<file path="config.mk">
export PLATFORM = sky130hd
export DESIGN_NAME = glyph_to_rectangle_decomposer
export DESIGN_NICKNAME = d
export VERILOG_FILES = /design/src/design/gtrd_pkg.sv /design/src/design/glyph_to_rectangle_decomposer.sv
export SDC_FILE = /design/constraint.sdc
export NUM_CORES = 2
export LEC_CHECK = 0
export BUFFER_PORTS_ARGS = -buffer_cell sky130_fd_sc_hd__buf_4
export CAP_MARGIN = 20
export CORE_MARGIN = 2
export CORE_UTILIZATION = 64
export CTS_CLUSTER_DIAMETER = 30
export CTS_CLUSTER_SIZE = 28
export DETAILED_ROUTE_END_ITERATION = 8
export GPL_TIMING_DRIVEN = 1
export PLACE_DENSITY = 0.78
export SLEW_MARGIN = 30
export SYNTH_ARGS = -nofsm -noshare
export SYNTH_HDL_FRONTEND = slang
export SYNTH_SLANG_ARGS = --single-unit
export TNS_END_PERCENT = 100
</file>
<file path="constraint.sdc">
create_clock -name clk -period 19.8 [get_ports clk]
set_clock_uncertainty 0.15 [all_clocks]
set_input_delay 3.96 -clock clk [delete_from_list [all_inputs] [get_ports clk]]
set_output_delay 3.96 -clock clk [all_outputs]
set_load 0.02 [all_outputs]
</file>
<file path="src/design/gtrd_pkg.sv">
// Shared types, constants and helper functions of the glyph to rectangle decomposer.
package gtrd_pkg;

    localparam int COORD_BITS    = 12;
    localparam int GLYPH_BITS    = 5;
    localparam int CFG_BITS      = 8;
    localparam int CFG_IDX_BITS  = 2;
    localparam int SIZE_BITS     = 9;
    localparam int REL_BITS      = 11;
    localparam int MAX_RECTS     = 7;
    localparam int RECT_IDX_BITS = 3;
    localparam int SUM_BITS      = ((COORD_BITS > REL_BITS) ? COORD_BITS : REL_BITS) + 1;

    localparam int S_DATA_BITS  = ((2 * COORD_BITS + GLYPH_BITS + 7) / 8) * 8;
    localparam int M_FIELD_BITS = 2 * COORD_BITS + 2 * SIZE_BITS;
    localparam int M_DATA_BITS  = ((M_FIELD_BITS + 7) / 8) * 8;

    // Register indexes
    localparam logic [CFG_IDX_BITS-1:0] REG_FONT_WIDTH  = 2'd0;
    localparam logic [CFG_IDX_BITS-1:0] REG_FONT_HEIGHT = 2'd1;
    localparam logic [CFG_IDX_BITS-1:0] REG_FONT_WEIGHT = 2'd2;

    localparam logic [CFG_BITS-1:0] FONT_WIDTH_RST  = 8'd16;
    localparam logic [CFG_BITS-1:0] FONT_HEIGHT_RST = 8'd28;
    localparam logic [CFG_BITS-1:0] FONT_WEIGHT_RST = 8'd4;

    // Glyph codes
    localparam logic [GLYPH_BITS-1:0] GLYPH_D0 = 5'd0;
    localparam logic [GLYPH_BITS-1:0] GLYPH_D1 = 5'd1;
    localparam logic [GLYPH_BITS-1:0] GLYPH_D2 = 5'd2;
    localparam logic [GLYPH_BITS-1:0] GLYPH_D3 = 5'd3;
    localparam logic [GLYPH_BITS-1:0] GLYPH_D4 = 5'd4;
    localparam logic [GLYPH_BITS-1:0] GLYPH_D5 = 5'd5;
    localparam logic [GLYPH_BITS-1:0] GLYPH_D6 = 5'd6;
    localparam logic [GLYPH_BITS-1:0] GLYPH_D7 = 5'd7;
    localparam logic [GLYPH_BITS-1:0] GLYPH_D8 = 5'd8;
    localparam logic [GLYPH_BITS-1:0] GLYPH_D9 = 5'd9;
    localparam logic [GLYPH_BITS-1:0] GLYPH_A  = 5'd10;
    localparam logic [GLYPH_BITS-1:0] GLYPH_F  = 5'd11;
    localparam logic [GLYPH_BITS-1:0] GLYPH_G  = 5'd12;
    localparam logic [GLYPH_BITS-1:0] GLYPH_N  = 5'd13;
    localparam logic [GLYPH_BITS-1:0] GLYPH_O  = 5'd14;
    localparam logic [GLYPH_BITS-1:0] GLYPH_P  = 5'd15;
    localparam logic [GLYPH_BITS-1:0] GLYPH_R  = 5'd16;
    localparam logic [GLYPH_BITS-1:0] GLYPH_S  = 5'd17;
    localparam logic [GLYPH_BITS-1:0] GLYPH_T  = 5'd18;

    // Reciprocal multipliers for division by 7, 10 and 5/4 of an 8-bit value
    localparam int RECIP7_BITS  = 9;
    localparam int RECIP7       = 293;
    localparam int SHIFT7       = 11;
    localparam int RECIP10_BITS = 8;
    localparam int RECIP10      = 205;
    localparam int SHIFT10      = 11;
    localparam int RECIPN_BITS  = 12;
    localparam int RECIPN       = 3277;
    localparam int SHIFTN       = 12;

    typedef logic signed [REL_BITS-1:0]   rel_t;
    typedef logic signed [COORD_BITS-1:0] coord_t;
    typedef logic [SIZE_BITS-1:0]         size_t;
    typedef logic [GLYPH_BITS-1:0]        glyph_t;
    typedef logic [RECT_IDX_BITS-1:0]     rect_idx_t;

    localparam logic signed [SUM_BITS-1:0] COORD_HI = SUM_BITS'((1 << (COORD_BITS - 1)) - 1);
    localparam logic signed [SUM_BITS-1:0] COORD_LO = -COORD_HI - SUM_BITS'(1);
    localparam rel_t SIZE_LIMIT = rel_t'((1 << SIZE_BITS) - 1);

    // Cell geometry derived from the font registers
    typedef struct packed {
        rel_t fw;
        rel_t fh;
        rel_t wt;
        rel_t h2;
        rel_t w2;
        rel_t w7;
        rel_t d;
        rel_t n;
        rel_t bar;
        rel_t qr;
        rel_t tx;
        rel_t w15a;
        rel_t w15b;
    } geom_t;

    typedef struct packed {
        rel_t dx;
        rel_t dy;
        rel_t h;
        rel_t wd;
    } rel_rect_t;

    // First member lands in the top bits: x ends up lowest
    typedef struct packed {
        size_t  width;
        size_t  height;
        coord_t y;
        coord_t x;
    } out_rect_t;

    function automatic rel_rect_t mk_rect(input rel_t dx, input rel_t dy,
                                          input rel_t h, input rel_t wd);
        rel_rect_t r;
        r.dx = dx;
        r.dy = dy;
        r.h  = h;
        r.wd = wd;
        return r;
    endfunction

    function automatic coord_t sat_coord(input coord_t base, input rel_t off);
        logic signed [SUM_BITS-1:0] s;
        s = SUM_BITS'(base) + SUM_BITS'(off);
        if (s < COORD_LO)
            s = COORD_LO;
        else if (s > COORD_HI)
            s = COORD_HI;
        return coord_t'(s);
    endfunction

    function automatic size_t sat_size(input rel_t v);
        size_t r;
        if (v < rel_t'(0))
            r = '0;
        else if (v > SIZE_LIMIT)
            r = '1;
        else
            r = size_t'(v);
        return r;
    endfunction

endpackage

</file>
<file path="src/design/glyph_to_rectangle_decomposer.sv">
// Top level of the glyph to rectangle decomposer: geometry, stroke table, emitter, output.
//
// Usage: each transfer on the s_* channel is a draw request (cell corner and glyph code).
// For every request the block sends the stroke rectangles of that glyph on the m_*
// channel, one transfer per rectangle, with m_tlast on the last one. Glyph codes that
// have no strokes produce no transfer at all.
// Font width, height and weight are set through cfg_wr_en / cfg_index / cfg_wdata while
// no request is in flight; a write at the same edge as a request already applies to it.
// Path: a request passes the geometry stage, stroke table stage, emitter stage and
// output register before its first rectangle appears on m_tdata.
// Throughput: one rectangle per cycle while m_tready is high; a glyph with k strokes
// (2 to 7) holds the emitter stage until all k are sent. Requests keep streaming into
// the first two stages while the emitter works.
// Reset: all stages empty, font registers at 16 x 28 with weight 4.
// When m_tready is low the output register and the emitter hold, and the stall backs
// up through the stages to s_tready; nothing is dropped or sent twice.
module glyph_to_rectangle_decomposer
    import gtrd_pkg::*;
(
    input  logic                    clk,
    input  logic                    rst_n,
    input  logic                    s_tvalid,
    output logic                    s_tready,
    input  logic [S_DATA_BITS-1:0]  s_tdata,   // pos_x, pos_y, glyph
    output logic                    m_tvalid,
    input  logic                    m_tready,
    output logic [M_DATA_BITS-1:0]  m_tdata,   // rect_x, rect_y, rect_height, rect_width
    output logic                    m_tlast,
    input  logic                    cfg_wr_en,
    input  logic [CFG_IDX_BITS-1:0] cfg_index,
    input  logic [CFG_BITS-1:0]     cfg_wdata
);

    logic [CFG_BITS-1:0] font_width_reg;
    logic [CFG_BITS-1:0] font_height_reg;
    logic [CFG_BITS-1:0] font_weight_reg;

    logic      s1_valid_reg;
    coord_t    s1_x_reg;
    coord_t    s1_y_reg;
    glyph_t    s1_glyph_reg;
    geom_t     s1_geom_reg;
    geom_t     s1_geom_next;

    logic      s2_valid_reg;
    coord_t    s2_x_reg;
    coord_t    s2_y_reg;
    rect_idx_t s2_cnt_reg;
    rect_idx_t s2_cnt_next;
    rel_rect_t s2_rects_reg  [MAX_RECTS];
    rel_rect_t s2_rects_next [MAX_RECTS];

    logic      s3_valid_reg;
    rect_idx_t s3_idx_reg;
    rect_idx_t s3_last_reg;
    out_rect_t s3_rects_reg  [MAX_RECTS];
    out_rect_t s3_rects_next [MAX_RECTS];

    logic      m_tvalid_reg;
    logic      m_tlast_reg;
    out_rect_t m_rect_reg;

    logic out_ready;
    logic s3_fire;
    logic s3_done;
    logic s3_ready;
    logic s2_ready;
    logic s1_ready;
    logic s1_load;

    logic [CFG_BITS-1:0]              eff_w;
    logic [CFG_BITS-1:0]              eff_h;
    logic [CFG_BITS-1:0]              eff_wt;
    logic [CFG_BITS+RECIP7_BITS-1:0]  m7;
    logic [CFG_BITS+RECIP10_BITS-1:0] m10;
    logic [CFG_BITS+RECIPN_BITS-1:0]  mn;
    rel_t                             vh;
    rel_t                             vw;
    rel_t                             w10;

    // ---------------- handshake chain ----------------
    assign out_ready = !m_tvalid_reg || m_tready;
    assign s3_fire   = s3_valid_reg && out_ready;
    assign s3_done   = s3_fire && (s3_idx_reg == s3_last_reg);
    assign s3_ready  = !s3_valid_reg || s3_done;
    // a glyph without strokes is dropped here and never waits for the emitter
    assign s2_ready  = !s2_valid_reg || (s2_cnt_reg == '0) || s3_ready;
    assign s1_ready  = !s1_valid_reg || s2_ready;
    assign s1_load   = s_tvalid && s1_ready;
    assign s_tready  = s1_ready;

    // ---------------- configuration ----------------
    always_ff @(posedge clk or negedge rst_n)
    begin
        if (!rst_n)
        begin
            font_width_reg  <= FONT_WIDTH_RST;
            font_height_reg <= FONT_HEIGHT_RST;
            font_weight_reg <= FONT_WEIGHT_RST;
        end
        else if (cfg_wr_en)
        begin
            if (cfg_index == REG_FONT_WIDTH)
                font_width_reg <= cfg_wdata;
            if (cfg_index == REG_FONT_HEIGHT)
                font_height_reg <= cfg_wdata;
            if (cfg_index == REG_FONT_WEIGHT)
                font_weight_reg <= cfg_wdata;
        end
    end

    // bypass a write made at the same edge as the request
    assign eff_w  = (cfg_wr_en && cfg_index == REG_FONT_WIDTH)  ? cfg_wdata : font_width_reg;
    assign eff_h  = (cfg_wr_en && cfg_index == REG_FONT_HEIGHT) ? cfg_wdata : font_height_reg;
    assign eff_wt = (cfg_wr_en && cfg_index == REG_FONT_WEIGHT) ? cfg_wdata : font_weight_reg;

    // ---------------- stage 1: cell geometry ----------------
    assign m7  = (CFG_BITS+RECIP7_BITS)'(eff_wt) * (CFG_BITS+RECIP7_BITS)'(RECIP7);
    assign m10 = (CFG_BITS+RECIP10_BITS)'(eff_wt) * (CFG_BITS+RECIP10_BITS)'(RECIP10);
    assign mn  = (CFG_BITS+RECIPN_BITS)'(eff_wt) * (CFG_BITS+RECIPN_BITS)'(RECIPN);
    assign vh  = rel_t'(eff_h) - rel_t'(eff_wt);
    assign vw  = rel_t'(eff_w) - rel_t'(eff_wt);
    assign w10 = rel_t'(m10 >> SHIFT10);

    always_comb
    begin
        s1_geom_next.fw   = rel_t'(eff_w);
        s1_geom_next.fh   = rel_t'(eff_h);
        s1_geom_next.wt   = rel_t'(eff_wt);
        s1_geom_next.h2   = rel_t'(eff_h >> 1);
        s1_geom_next.w2   = rel_t'(eff_wt >> 1);
        s1_geom_next.w7   = rel_t'(m7 >> SHIFT7);
        s1_geom_next.d    = rel_t'(eff_wt >> 1) + w10;
        s1_geom_next.n    = rel_t'(mn >> SHIFTN);
        // halve and quarter with truncation toward zero for negative values
        s1_geom_next.bar  = (vh + rel_t'(vh[REL_BITS-1])) >>> 1;
        s1_geom_next.qr   = (vh + (vh[REL_BITS-1] ? rel_t'(3) : rel_t'(0))) >>> 2;
        s1_geom_next.tx   = (vw + rel_t'(vw[REL_BITS-1])) >>> 1;
        s1_geom_next.w15a = (rel_t'(eff_wt) * rel_t'(3) + rel_t'(1)) >>> 1;
        s1_geom_next.w15b = ((rel_t'(eff_wt) * rel_t'(3)) >>> 1) + rel_t'(1);
    end

    always_ff @(posedge clk or negedge rst_n)
    begin
        if (!rst_n)
            s1_valid_reg <= 1'b0;
        else if (s1_ready)
            s1_valid_reg <= s_tvalid;
    end

    always_ff @(posedge clk)
    begin
        if (s1_load)
        begin
            s1_x_reg     <= coord_t'(s_tdata[COORD_BITS-1:0]);
            s1_y_reg     <= coord_t'(s_tdata[2*COORD_BITS-1:COORD_BITS]);
            s1_glyph_reg <= s_tdata[2*COORD_BITS+GLYPH_BITS-1:2*COORD_BITS];
            s1_geom_reg  <= s1_geom_next;
        end
    end

    // ---------------- stage 2: stroke table ----------------
    always_comb
    begin
        rel_t fw;
        rel_t fh;
        rel_t wt;
        rel_t h2;
        rel_t w2;
        rel_t w7;
        rel_t mid;
        rel_t low;
        rel_t q;
        rel_t wmw;
        rel_t hmw;
        rel_t hm2w;
        fw   = s1_geom_reg.fw;
        fh   = s1_geom_reg.fh;
        wt   = s1_geom_reg.wt;
        h2   = s1_geom_reg.h2;
        w2   = s1_geom_reg.w2;
        w7   = s1_geom_reg.w7;
        mid  = h2 - w2;
        low  = h2 + w2;
        q    = h2 - wt - w2;
        wmw  = fw - wt;
        hmw  = fh - wt;
        hm2w = fh - wt - wt;
        for (int i = 0; i < MAX_RECTS; i++)
            s2_rects_next[i] = '0;
        s2_cnt_next = '0;
        unique case (s1_glyph_reg)
            GLYPH_D0, GLYPH_O:
            begin
                s2_rects_next[0] = mk_rect('0, '0, wt, fw);
                s2_rects_next[1] = mk_rect('0, wt, hm2w, wt);
                s2_rects_next[2] = mk_rect(wmw, wt, hm2w, wt);
                s2_rects_next[3] = mk_rect('0, hmw, wt, fw);
                s2_cnt_next      = rect_idx_t'(4);
            end
            GLYPH_D1:
            begin
                s2_rects_next[0] = mk_rect(fw - s1_geom_reg.w15a, '0, wt, s1_geom_reg.w15b);
                s2_rects_next[1] = mk_rect(wmw, wt, hmw, wt);
                s2_cnt_next      = rect_idx_t'(2);
            end
            GLYPH_D2:
            begin
                s2_rects_next[0] = mk_rect('0, '0, wt, fw);
                s2_rects_next[1] = mk_rect('0, mid, wt, fw);
                s2_rects_next[2] = mk_rect('0, hmw, wt, fw);
                s2_rects_next[3] = mk_rect('0, low, q, wt);
                s2_rects_next[4] = mk_rect(wmw, wt, q, wt);
                s2_cnt_next      = rect_idx_t'(5);
            end
            GLYPH_D3:
            begin
                s2_rects_next[0] = mk_rect('0, '0, wt, fw);
                s2_rects_next[1] = mk_rect(w2, mid, wt, fw - w2);
                s2_rects_next[2] = mk_rect('0, hmw, wt, fw);
                s2_rects_next[3] = mk_rect(wmw, low, q, wt);
                s2_rects_next[4] = mk_rect(wmw, wt, q, wt);
                s2_cnt_next      = rect_idx_t'(5);
            end
            GLYPH_D4:
            begin
                s2_rects_next[0] = mk_rect(wmw, '0, fh, wt);
                s2_rects_next[1] = mk_rect('0, '0, mid, wt);
                s2_rects_next[2] = mk_rect('0, mid, wt, wmw);
                s2_cnt_next      = rect_idx_t'(3);
            end
            GLYPH_D5, GLYPH_S:
            begin
                s2_rects_next[0] = mk_rect('0, '0, wt, fw);
                s2_rects_next[1] = mk_rect('0, mid, wt, fw);
                s2_rects_next[2] = mk_rect('0, hmw, wt, fw);
                s2_rects_next[3] = mk_rect(wmw, low, q, wt);
                s2_rects_next[4] = mk_rect('0, wt, q, wt);
                s2_cnt_next      = rect_idx_t'(5);
            end
            GLYPH_D6:
            begin
                s2_rects_next[0] = mk_rect('0, '0, wt, fw);
                s2_rects_next[1] = mk_rect('0, mid, wt, fw);
                s2_rects_next[2] = mk_rect('0, hmw, wt, fw);
                s2_rects_next[3] = mk_rect(wmw + w7, low, q, wt - w7);
                s2_rects_next[4] = mk_rect('0, wt, q, wt);
                s2_rects_next[5] = mk_rect('0, low, q, wt);
                s2_cnt_next      = rect_idx_t'(6);
            end
            GLYPH_D8:
            begin
                s2_rects_next[0] = mk_rect('0, '0, wt, fw);
                s2_rects_next[1] = mk_rect('0, mid, wt, fw);
                s2_rects_next[2] = mk_rect('0, hmw, wt, fw);
                s2_rects_next[3] = mk_rect(wmw + w7, low, q, wt - w7);
                s2_rects_next[4] = mk_rect('0, wt, q, wt);
                s2_rects_next[5] = mk_rect('0, low, q, wt);
                s2_rects_next[6] = mk_rect(wmw, wt, q, wt);
                s2_cnt_next      = rect_idx_t'(7);
            end
            GLYPH_D9:
            begin
                s2_rects_next[0] = mk_rect('0, '0, wt, fw);
                s2_rects_next[1] = mk_rect('0, mid, wt, fw);
                s2_rects_next[2] = mk_rect('0, hmw, wt, fw);
                s2_rects_next[3] = mk_rect(wmw + w7, low, q, wt - w7);
                s2_rects_next[4] = mk_rect('0, wt, q, wt - w7);
                s2_rects_next[5] = mk_rect(wmw, wt, q, wt);
                s2_cnt_next      = rect_idx_t'(6);
            end
            GLYPH_D7:
            begin
                s2_rects_next[0] = mk_rect('0, '0, wt, fw);
                s2_rects_next[1] = mk_rect(wmw, wt, h2 - wt, wt);
                s2_rects_next[2] = mk_rect(wmw, h2, h2, wt);
                s2_cnt_next      = rect_idx_t'(3);
            end
            GLYPH_A:
            begin
                s2_rects_next[0] = mk_rect('0, '0, wt, fw);
                s2_rects_next[1] = mk_rect('0, wt, hmw, wt);
                s2_rects_next[2] = mk_rect(wt, s1_geom_reg.bar, wt, wmw);
                s2_rects_next[3] = mk_rect(wmw, wt, hmw, wt);
                s2_cnt_next      = rect_idx_t'(4);
            end
            GLYPH_F:
            begin
                s2_rects_next[0] = mk_rect('0, '0, wt, fw);
                s2_rects_next[1] = mk_rect('0, wt, hmw, wt);
                s2_rects_next[2] = mk_rect(wt, s1_geom_reg.bar, wt, wmw);
                s2_cnt_next      = rect_idx_t'(3);
            end
            GLYPH_P:
            begin
                s2_rects_next[0] = mk_rect('0, '0, wt, fw);
                s2_rects_next[1] = mk_rect('0, wt, hmw, wt);
                s2_rects_next[2] = mk_rect(wt, s1_geom_reg.bar, wt, wmw);
                s2_rects_next[3] = mk_rect(wmw, wt, q, wt);
                s2_cnt_next      = rect_idx_t'(4);
            end
            GLYPH_R:
            begin
                s2_rects_next[0] = mk_rect('0, '0, wt, fw);
                s2_rects_next[1] = mk_rect('0, wt, hmw, wt);
                s2_rects_next[2] = mk_rect(wt, s1_geom_reg.bar, wt, wmw);
                s2_rects_next[3] = mk_rect(wmw, wt, q, wt);
                s2_rects_next[4] = mk_rect(wmw - wt, low, s1_geom_reg.qr, wt);
                s2_rects_next[5] = mk_rect(wmw, low + s1_geom_reg.qr, s1_geom_reg.qr, wt);
                s2_cnt_next      = rect_idx_t'(6);
            end
            GLYPH_G:
            begin
                s2_rects_next[0] = mk_rect('0, '0, wt, fw);
                s2_rects_next[1] = mk_rect('0, wt, hm2w, wt);
                s2_rects_next[2] = mk_rect(wmw, h2, h2 - wt, wt);
                s2_rects_next[3] = mk_rect('0, hmw, wt, fw);
                s2_cnt_next      = rect_idx_t'(4);
            end
            GLYPH_N:
            begin
                s2_rects_next[0] = mk_rect('0, '0, fh, s1_geom_reg.n);
                s2_rects_next[1] = mk_rect(fw - s1_geom_reg.n, '0, fh, s1_geom_reg.n);
                s2_rects_next[2] = mk_rect(s1_geom_reg.n, '0, h2, s1_geom_reg.d);
                s2_rects_next[3] = mk_rect(fw - s1_geom_reg.n - s1_geom_reg.d, h2, h2,
                                           s1_geom_reg.d);
                s2_cnt_next      = rect_idx_t'(4);
            end
            GLYPH_T:
            begin
                s2_rects_next[0] = mk_rect('0, '0, wt, fw);
                s2_rects_next[1] = mk_rect(s1_geom_reg.tx, wt, hmw, wt);
                s2_cnt_next      = rect_idx_t'(2);
            end
            default:
            begin
                s2_cnt_next = '0;
            end
        endcase
    end

    always_ff @(posedge clk or negedge rst_n)
    begin
        if (!rst_n)
            s2_valid_reg <= 1'b0;
        else if (s2_ready)
            s2_valid_reg <= s1_valid_reg;
    end

    always_ff @(posedge clk)
    begin
        if (s1_valid_reg && s2_ready)
        begin
            s2_x_reg   <= s1_x_reg;
            s2_y_reg   <= s1_y_reg;
            s2_cnt_reg <= s2_cnt_next;
            for (int i = 0; i < MAX_RECTS; i++)
                s2_rects_reg[i] <= s2_rects_next[i];
        end
    end

    // ---------------- stage 3: place, clamp and emit ----------------
    always_comb
    begin
        for (int i = 0; i < MAX_RECTS; i++)
        begin
            s3_rects_next[i].x      = sat_coord(s2_x_reg, s2_rects_reg[i].dx);
            s3_rects_next[i].y      = sat_coord(s2_y_reg, s2_rects_reg[i].dy);
            s3_rects_next[i].height = sat_size(s2_rects_reg[i].h);
            s3_rects_next[i].width  = sat_size(s2_rects_reg[i].wd);
        end
    end

    always_ff @(posedge clk or negedge rst_n)
    begin
        if (!rst_n)
        begin
            s3_valid_reg <= 1'b0;
            s3_idx_reg   <= '0;
        end
        else if (s3_ready)
        begin
            s3_valid_reg <= s2_valid_reg && (s2_cnt_reg != '0);
            s3_idx_reg   <= '0;
        end
        else if (s3_fire)
        begin
            s3_idx_reg <= s3_idx_reg + rect_idx_t'(1);
        end
    end

    always_ff @(posedge clk)
    begin
        if (s3_ready && s2_valid_reg && (s2_cnt_reg != '0))
        begin
            s3_last_reg <= s2_cnt_reg - rect_idx_t'(1);
            for (int i = 0; i < MAX_RECTS; i++)
                s3_rects_reg[i] <= s3_rects_next[i];
        end
    end

    // ---------------- output register ----------------
    always_ff @(posedge clk or negedge rst_n)
    begin
        if (!rst_n)
            m_tvalid_reg <= 1'b0;
        else if (out_ready)
            m_tvalid_reg <= s3_valid_reg;
    end

    always_ff @(posedge clk)
    begin
        if (s3_fire)
        begin
            m_rect_reg  <= s3_rects_reg[s3_idx_reg];
            m_tlast_reg <= (s3_idx_reg == s3_last_reg);
        end
    end

    assign m_tvalid = m_tvalid_reg;
    assign m_tlast  = m_tlast_reg;
    assign m_tdata  = M_DATA_BITS'(m_rect_reg);

    // ---------------- assertions ----------------
    a_idx_in_range: assert property (@(posedge clk) disable iff (!rst_n)
        s3_valid_reg |-> (s3_idx_reg <= s3_last_reg))
        else $error("emitter index past last stroke");

    a_last_marked: assert property (@(posedge clk) disable iff (!rst_n)
        s3_done |=> (m_tvalid_reg && m_tlast_reg))
        else $error("final stroke not marked last");

    a_mid_unmarked: assert property (@(posedge clk) disable iff (!rst_n)
        (s3_fire && !s3_done) |=> (m_tvalid_reg && !m_tlast_reg))
        else $error("inner stroke marked last");

    a_emitter_holds: assert property (@(posedge clk) disable iff (!rst_n)
        (s3_valid_reg && !out_ready) |=> (s3_valid_reg && $stable(s3_idx_reg)))
        else $error("emitter moved during output stall");

endmodule

</file>
## Word-level counts from Yosys, hierarchy flattened

Memory sizes are Yosys's and may differ from the RTL's. A register that Yosys moved wholly into a read port is not among the register bits.
Index checks and enable logic that the tools add are counted.

| storage, ports and cells | value |
|---|---|
| memories | 2 |
| register bits | 201 |
| memory bits (writable) | 602 |
| output and inout bits | 51 |
| bits of input ports | 47 |

| cells by class | value |
|---|---|
| multiply operators | 4 |
| reduce and logical (&&, ||, !) cells | 43 |
| add/sub/neg operators | 39 |
| eq/ne operators | 21 |
| mux-type cells | 73 |
| $lt $le $gt $ge | 56 |

Memory list:

| memory | words | bits a word | read ports | clocked after Yosys merged registers in | write ports | line | RTL |
|---|---|---|---|---|---|---|---|
| s2_rects_reg | 7 | 44 | 7 | 0 | 7 | glyph_to_rectangle_decomposer.sv:50 | `rel_rect_t s2_rects_reg [MAX_RECTS];` |
| s3_rects_reg | 7 | 42 | 1 | 1 | 7 | glyph_to_rectangle_decomposer.sv:56 | `out_rect_t s3_rects_reg [MAX_RECTS];` |

Operators by type and width:

| kind | count |
|---|---|
| 88-bit case mux with 9 select lines | 1 |
| 44-bit case mux with 7 select lines | 2 |
| 12-bit 2-to-1 mux | 28 |
| 9-bit 2-to-1 mux | 28 |
| 12-bit by 11-bit adder with 13-bit output | 14 |
| 13-bit by 12-bit > comparator with 1-bit output, second input constant | 14 |
| 13-bit by 12-bit < comparator with 1-bit output, second input constant | 14 |
| 44-bit case mux with 4 select lines | 1 |
| 11-bit by 10-bit > comparator with 1-bit output, second input constant | 14 |
| 11-bit by 1-bit < comparator with 1-bit output, second input constant | 14 |
| 44-bit case mux with 3 select lines | 1 |
| 8-bit by 8-bit subtractor with 9-bit output | 5 |
| 44-bit 2-to-1 mux | 1 |
| 5-bit by 4-bit == test with 1-bit output, second input constant | 8 |
| 8-bit 2-to-1 mux | 3 |
| 9-bit by 1-bit adder with 10-bit output | 2 |
| 5-bit by 3-bit == test with 1-bit output, second input constant | 4 |
| 8-bit by 12-bit multiplier with 20-bit output, second input constant | 1 |
| 9-bit by 9-bit subtractor with 10-bit output | 2 |
| 3-bit case mux with 6 select lines | 1 |
| 8-bit by 9-bit multiplier with 17-bit output, second input constant | 1 |
| 8-bit by 8-bit multiplier with 16-bit output, second input constant | 1 |
| 5-bit == test, second input constant | 3 |
| 3-bit OR reduction | 5 |
| other kinds (38) | 68 |

## Depth between registers and ports, before layout

| depth | value |
|---|---|
| depth in word-level cells | 9 |
| depth in mapped cells | 26 |
| mapped depth without buffers | 25 |

## Least setup slack after synthesis

No wires, ideal clock.

| timing | value |
|---|---|
| path kind | input -> register |
| start | input m_tready |
| end | register s3_last_reg[0], enable pin |
| slack | 0.279 ns |
| stages | 3 |
| buffers on the path | 0 |
| data arrival time | 18.322 ns |
| path through | nand2b_1 -> nand2_1 -> a21oi_1 |

| on the way | value |
|---|---|
| longest elaborated chain between the ends | 6 |

RTL lines:

| what | line | RTL |
|---|---|---|
| start: declaration | glyph_to_rectangle_decomposer.sv:26 | `input logic m_tready,` |
| 1-bit logical OR | glyph_to_rectangle_decomposer.sv:82 | `assign out_ready = !m_tvalid_reg \|\| m_tready;` |
| 1-bit logical AND | glyph_to_rectangle_decomposer.sv:83 | `assign s3_fire = s3_valid_reg && out_ready;` |
| 1-bit logical AND | glyph_to_rectangle_decomposer.sv:84 | `assign s3_done = s3_fire && (s3_idx_reg == s3_last_reg);` |
| 1-bit logical OR | glyph_to_rectangle_decomposer.sv:85 | `assign s3_ready = !s3_valid_reg \|\| s3_done;` |
| 1-bit logical AND (2 in series) | glyph_to_rectangle_decomposer.sv:394 | `if (s3_ready && s2_valid_reg && (s2_cnt_reg != '0))` |
| end signal: assignment | glyph_to_rectangle_decomposer.sv:396 | `s3_last_reg <= s2_cnt_reg - rect_idx_t'(1);` |
| end: declaration | glyph_to_rectangle_decomposer.sv:55 | `rect_idx_t s3_last_reg;` |

No other way between the ends.
A chain may end at the register's enable or synchronous reset.

==> metrics.log <==
INFO  metric outcome = completed
INFO  metric place.detailed.hpwl = 85000 microns
INFO  metric cts_post_setup_buffers_inserted = 0
INFO  metric cts.path.max_buffers = 3
INFO  metric initial_utilization = 0.647
INFO  metric slowest_delay = 0.63 ns
INFO  metric clk_pin_slew = 0.06 ns
INFO  metric route.vias.total = 32900
INFO  metric drcViolationCount = 0
INFO  metric synth_top_area_share = 0.474
INFO  metric grt_setup_unrepaired = false
INFO  metric pin_count_of_the_biggest_net_entering_global_routing = 171
INFO  metric worstSkewPairLatency = 0.73 ns
INFO  metric detail_route.iter0.violations = 4368
INFO  metric rows = 98
INFO  metric max_clock_freq = 95.8 MHz
INFO  metric post_placement_cell_area = 47900 sq um
INFO  metric antenna_left = 0
INFO  metric io-pin-count = 98
INFO  metric share_of_the_clock_period_used_by_the_worst_path = 0.527
INFO  metric flow.area_growth_from_synthesis = 14.5%
INFO  metric finalSetupViolations = 0
INFO  metric clock_tree.root_cell = sky130_fd_sc_hd__clkbuf_16
INFO  metric num_antenna_cells = 0
INFO  metric h-tree-depth = 4
INFO  metric synth_cells = 4005
INFO  metric drv_cap = 0
INFO  metric number_of_flip_flops_in_the_largest_register = 291
INFO  metric dpl.cell_count = 4935
INFO  metric yosysMostFrequentCell = sky130_fd_sc_hd__edfxtp_1
INFO  metric post-synth-top-area-cell = sky130_fd_sc_hd__edfxtp_1
INFO  metric grt_pass1_vias = 31900
INFO  metric post_layout_nonfiller_instances = 5204
INFO  metric core_area = 71600 sq um
INFO  metric cpMostUsedCell = sky130_fd_sc_hd__ha_1
INFO  metric fp.dieArea = 74500 sq um
INFO  metric design.final.nets = 4634
INFO  metric dieHeight = 273 microns
INFO  metric detail_route.wl_per_cell = 23.4 microns
INFO  metric fp.dieW = 273 microns
INFO  metric synthArstFlopShare = 0.0407
INFO  metric worstSetupPathType = in -> reg
INFO  metric largest_cells_by_area_after_synthesis = sky130_fd_sc_hd__edfxtp_1 (47%), sky130_fd_sc_hd__ha_1 (11%), sky130_fd_sc_hd__xnor2_1 (3.4%)
INFO  metric worst_path_dominant_cell_family = adder cells
INFO  metric final_critical_path_required_period = 10.44 ns
INFO  metric synthesis.yosys.warnings = 0
INFO  metric total_wirelength_of_the_detailed_routed_design = 122000 microns
INFO  metric grt_antenna_before_repair = 2
INFO  metric synth-main-ff-cell = sky130_fd_sc_hd__edfxtp_1
INFO  metric path_max_fanout = 13
INFO  metric post_cts_resize_count = 0
INFO  metric clock_sinks = 762
INFO  metric netlist_area = 46300 sq um
INFO  metric ys_types = 96
INFO  metric port_buffers = 88
INFO  metric tns_setup = 0 ns
INFO  metric grt.overflow.total = 0
INFO  metric detail_route.vias_per_cell = 6.33
INFO  metric cts_hold_repair.buffers = 0
INFO  metric design_area = 53000 sq um
INFO  metric avgSynthCellArea = 11.6 sq um
INFO  metric netlist_top_cells_count = sky130_fd_sc_hd__edfxtp_1 (731), sky130_fd_sc_hd__ha_1 (392), sky130_fd_sc_hd__nor2_1 (292), sky130_fd_sc_hd__nand2_1 (263), sky130_fd_sc_hd__inv_1 (248)
INFO  metric first_pass_grt_wire_length = 186000 microns
INFO  metric slew_violations = 0
INFO  metric ys_seq_elements = 762
INFO  metric timing.critical_path.from_type = input pin
INFO  metric tritoncts.num_buffers = 146
INFO  metric gpl.final_weighted_congestion = 0.965
INFO  metric num-fill-cells = 4734
INFO  metric cts_tree = built
INFO  metric critPathSlowestCell = sky130_fd_sc_hd__mux2i_4
INFO  metric cp_data_required_time = 20.12 ns
INFO  metric maxSlewHeadroom = 0.289
INFO  metric worst_hold_path_type = reg -> reg
INFO  metric sequential_element_share_of_the_synthesized_area = 0.491
INFO  metric final.hold.worst_slack = 0.261 ns
INFO  metric drtPass1Iterations = 9
INFO  metric final_layout_size_suffix_gt1_frac = 0.133
INFO  metric critPathArrivalTime = 10.76 ns
INFO  metric synth_edf_count = 731
INFO  metric tightestPinTransition = 1.06 ns
INFO  metric endpoint_kind = register
INFO  metric timing.critical_path.buf_inv = 5
INFO  metric overall_global_routing_resource_usage = 0.331
INFO  metric hold_violations = 0
stage by stage:
stage / utilization / setup slack (ns)
floorplan: - / 0.279
global placement: 0.669 / 8.64
detailed placement: 0.669 / 8.64
CTS: 0.740 / 9.36
global route: 0.740 / 8.91
finish: 0.740 / 9.36
area by class of cell:
class / count / area (sq um) / area share
sequential: 762 / 22700 / 0.429
clock inverter: 103 / 1260 / 0.0237
multi-input combinational: 2834 / 22000 / 0.416
inverter: 254 / 956 / 0.0180
clock buffer: 165 / 3790 / 0.0715
timing repair buffer: 136 / 1050 / 0.0198
tap: 950 / 1190 / 0.0224
per-layer routing:
layer / global-route usage / routed length (microns)
met3: 0.0735 / 11900
met2: 0.508 / 55300
met5: 0 / 0
met1: 0.463 / 50200
met4: 0.126 / 4430
path summary, 6_finish.rpt:
kind / depth (start not counted) / endpoint / slack [ns] / startpoint
max: 26 / s1_geom_reg[72]$_DFFE_PP_ / 9.36 / cfg_index[1]
min: 0 / s3_rects_reg[0][30]$_DFFE_PP_ / 0.26 / s2_rects_reg[0][17]$_SDFFCE_PN0P_
max reg2reg: 24 / s1_geom_reg[72]$_DFFE_PP_ / 12.92 / font_weight_reg[1]$_DFFE_PN0N_
min reg2reg: 0 / s3_rects_reg[0][30]$_DFFE_PP_ / 0.26 / s2_rects_reg[0][17]$_SDFFCE_PN0P_
max in group asynchronous: 1 / s3_idx_reg[0]$_DFFE_PN0P_ / 16.01 / rst_n
min in group asynchronous: 1 / font_weight_reg[5]$_DFFE_PN0N_ / 3.07 / rst_n
cells in the final DEF (no fill, tap or decap), types with 61 or more instances in the layout:
cell                        instances
sky130_fd_sc_hd__a21o_1           155
sky130_fd_sc_hd__a21oi_1          222
sky130_fd_sc_hd__buf_4            131
sky130_fd_sc_hd__clkbuf_16        148
sky130_fd_sc_hd__edfxtp_1         731
sky130_fd_sc_hd__fa_1              61
sky130_fd_sc_hd__ha_1             392
sky130_fd_sc_hd__inv_1            248
sky130_fd_sc_hd__mux2_2            61
sky130_fd_sc_hd__mux2i_1           64
sky130_fd_sc_hd__nand2_1          262
sky130_fd_sc_hd__nor2_1           290
sky130_fd_sc_hd__nor2b_1          116
sky130_fd_sc_hd__o21a_1            76
sky130_fd_sc_hd__o21ai_0          214
sky130_fd_sc_hd__xnor2_1          181
sky130_fd_sc_hd__xor2_1            93
kinds of logic after synthesis:
group | after synthesis | synth area share
adder cells (fa/ha/maj) | 456 | 0.133
buffers and inverters | 418 | 0.0354
AND/OR/NAND/NOR | 917 | 0.0929
flip-flops | 762 | 0.491
AO/OA/AOI/OAI | 1004 | 0.145
other | 1 | 0.0000810
multiplexers | 172 | 0.0509
XOR/XNOR | 275 | 0.0522
Power is left out: the tool's default activity adds up to more than one toggle a clock period on the data nets, which glitch-free logic cannot reach.
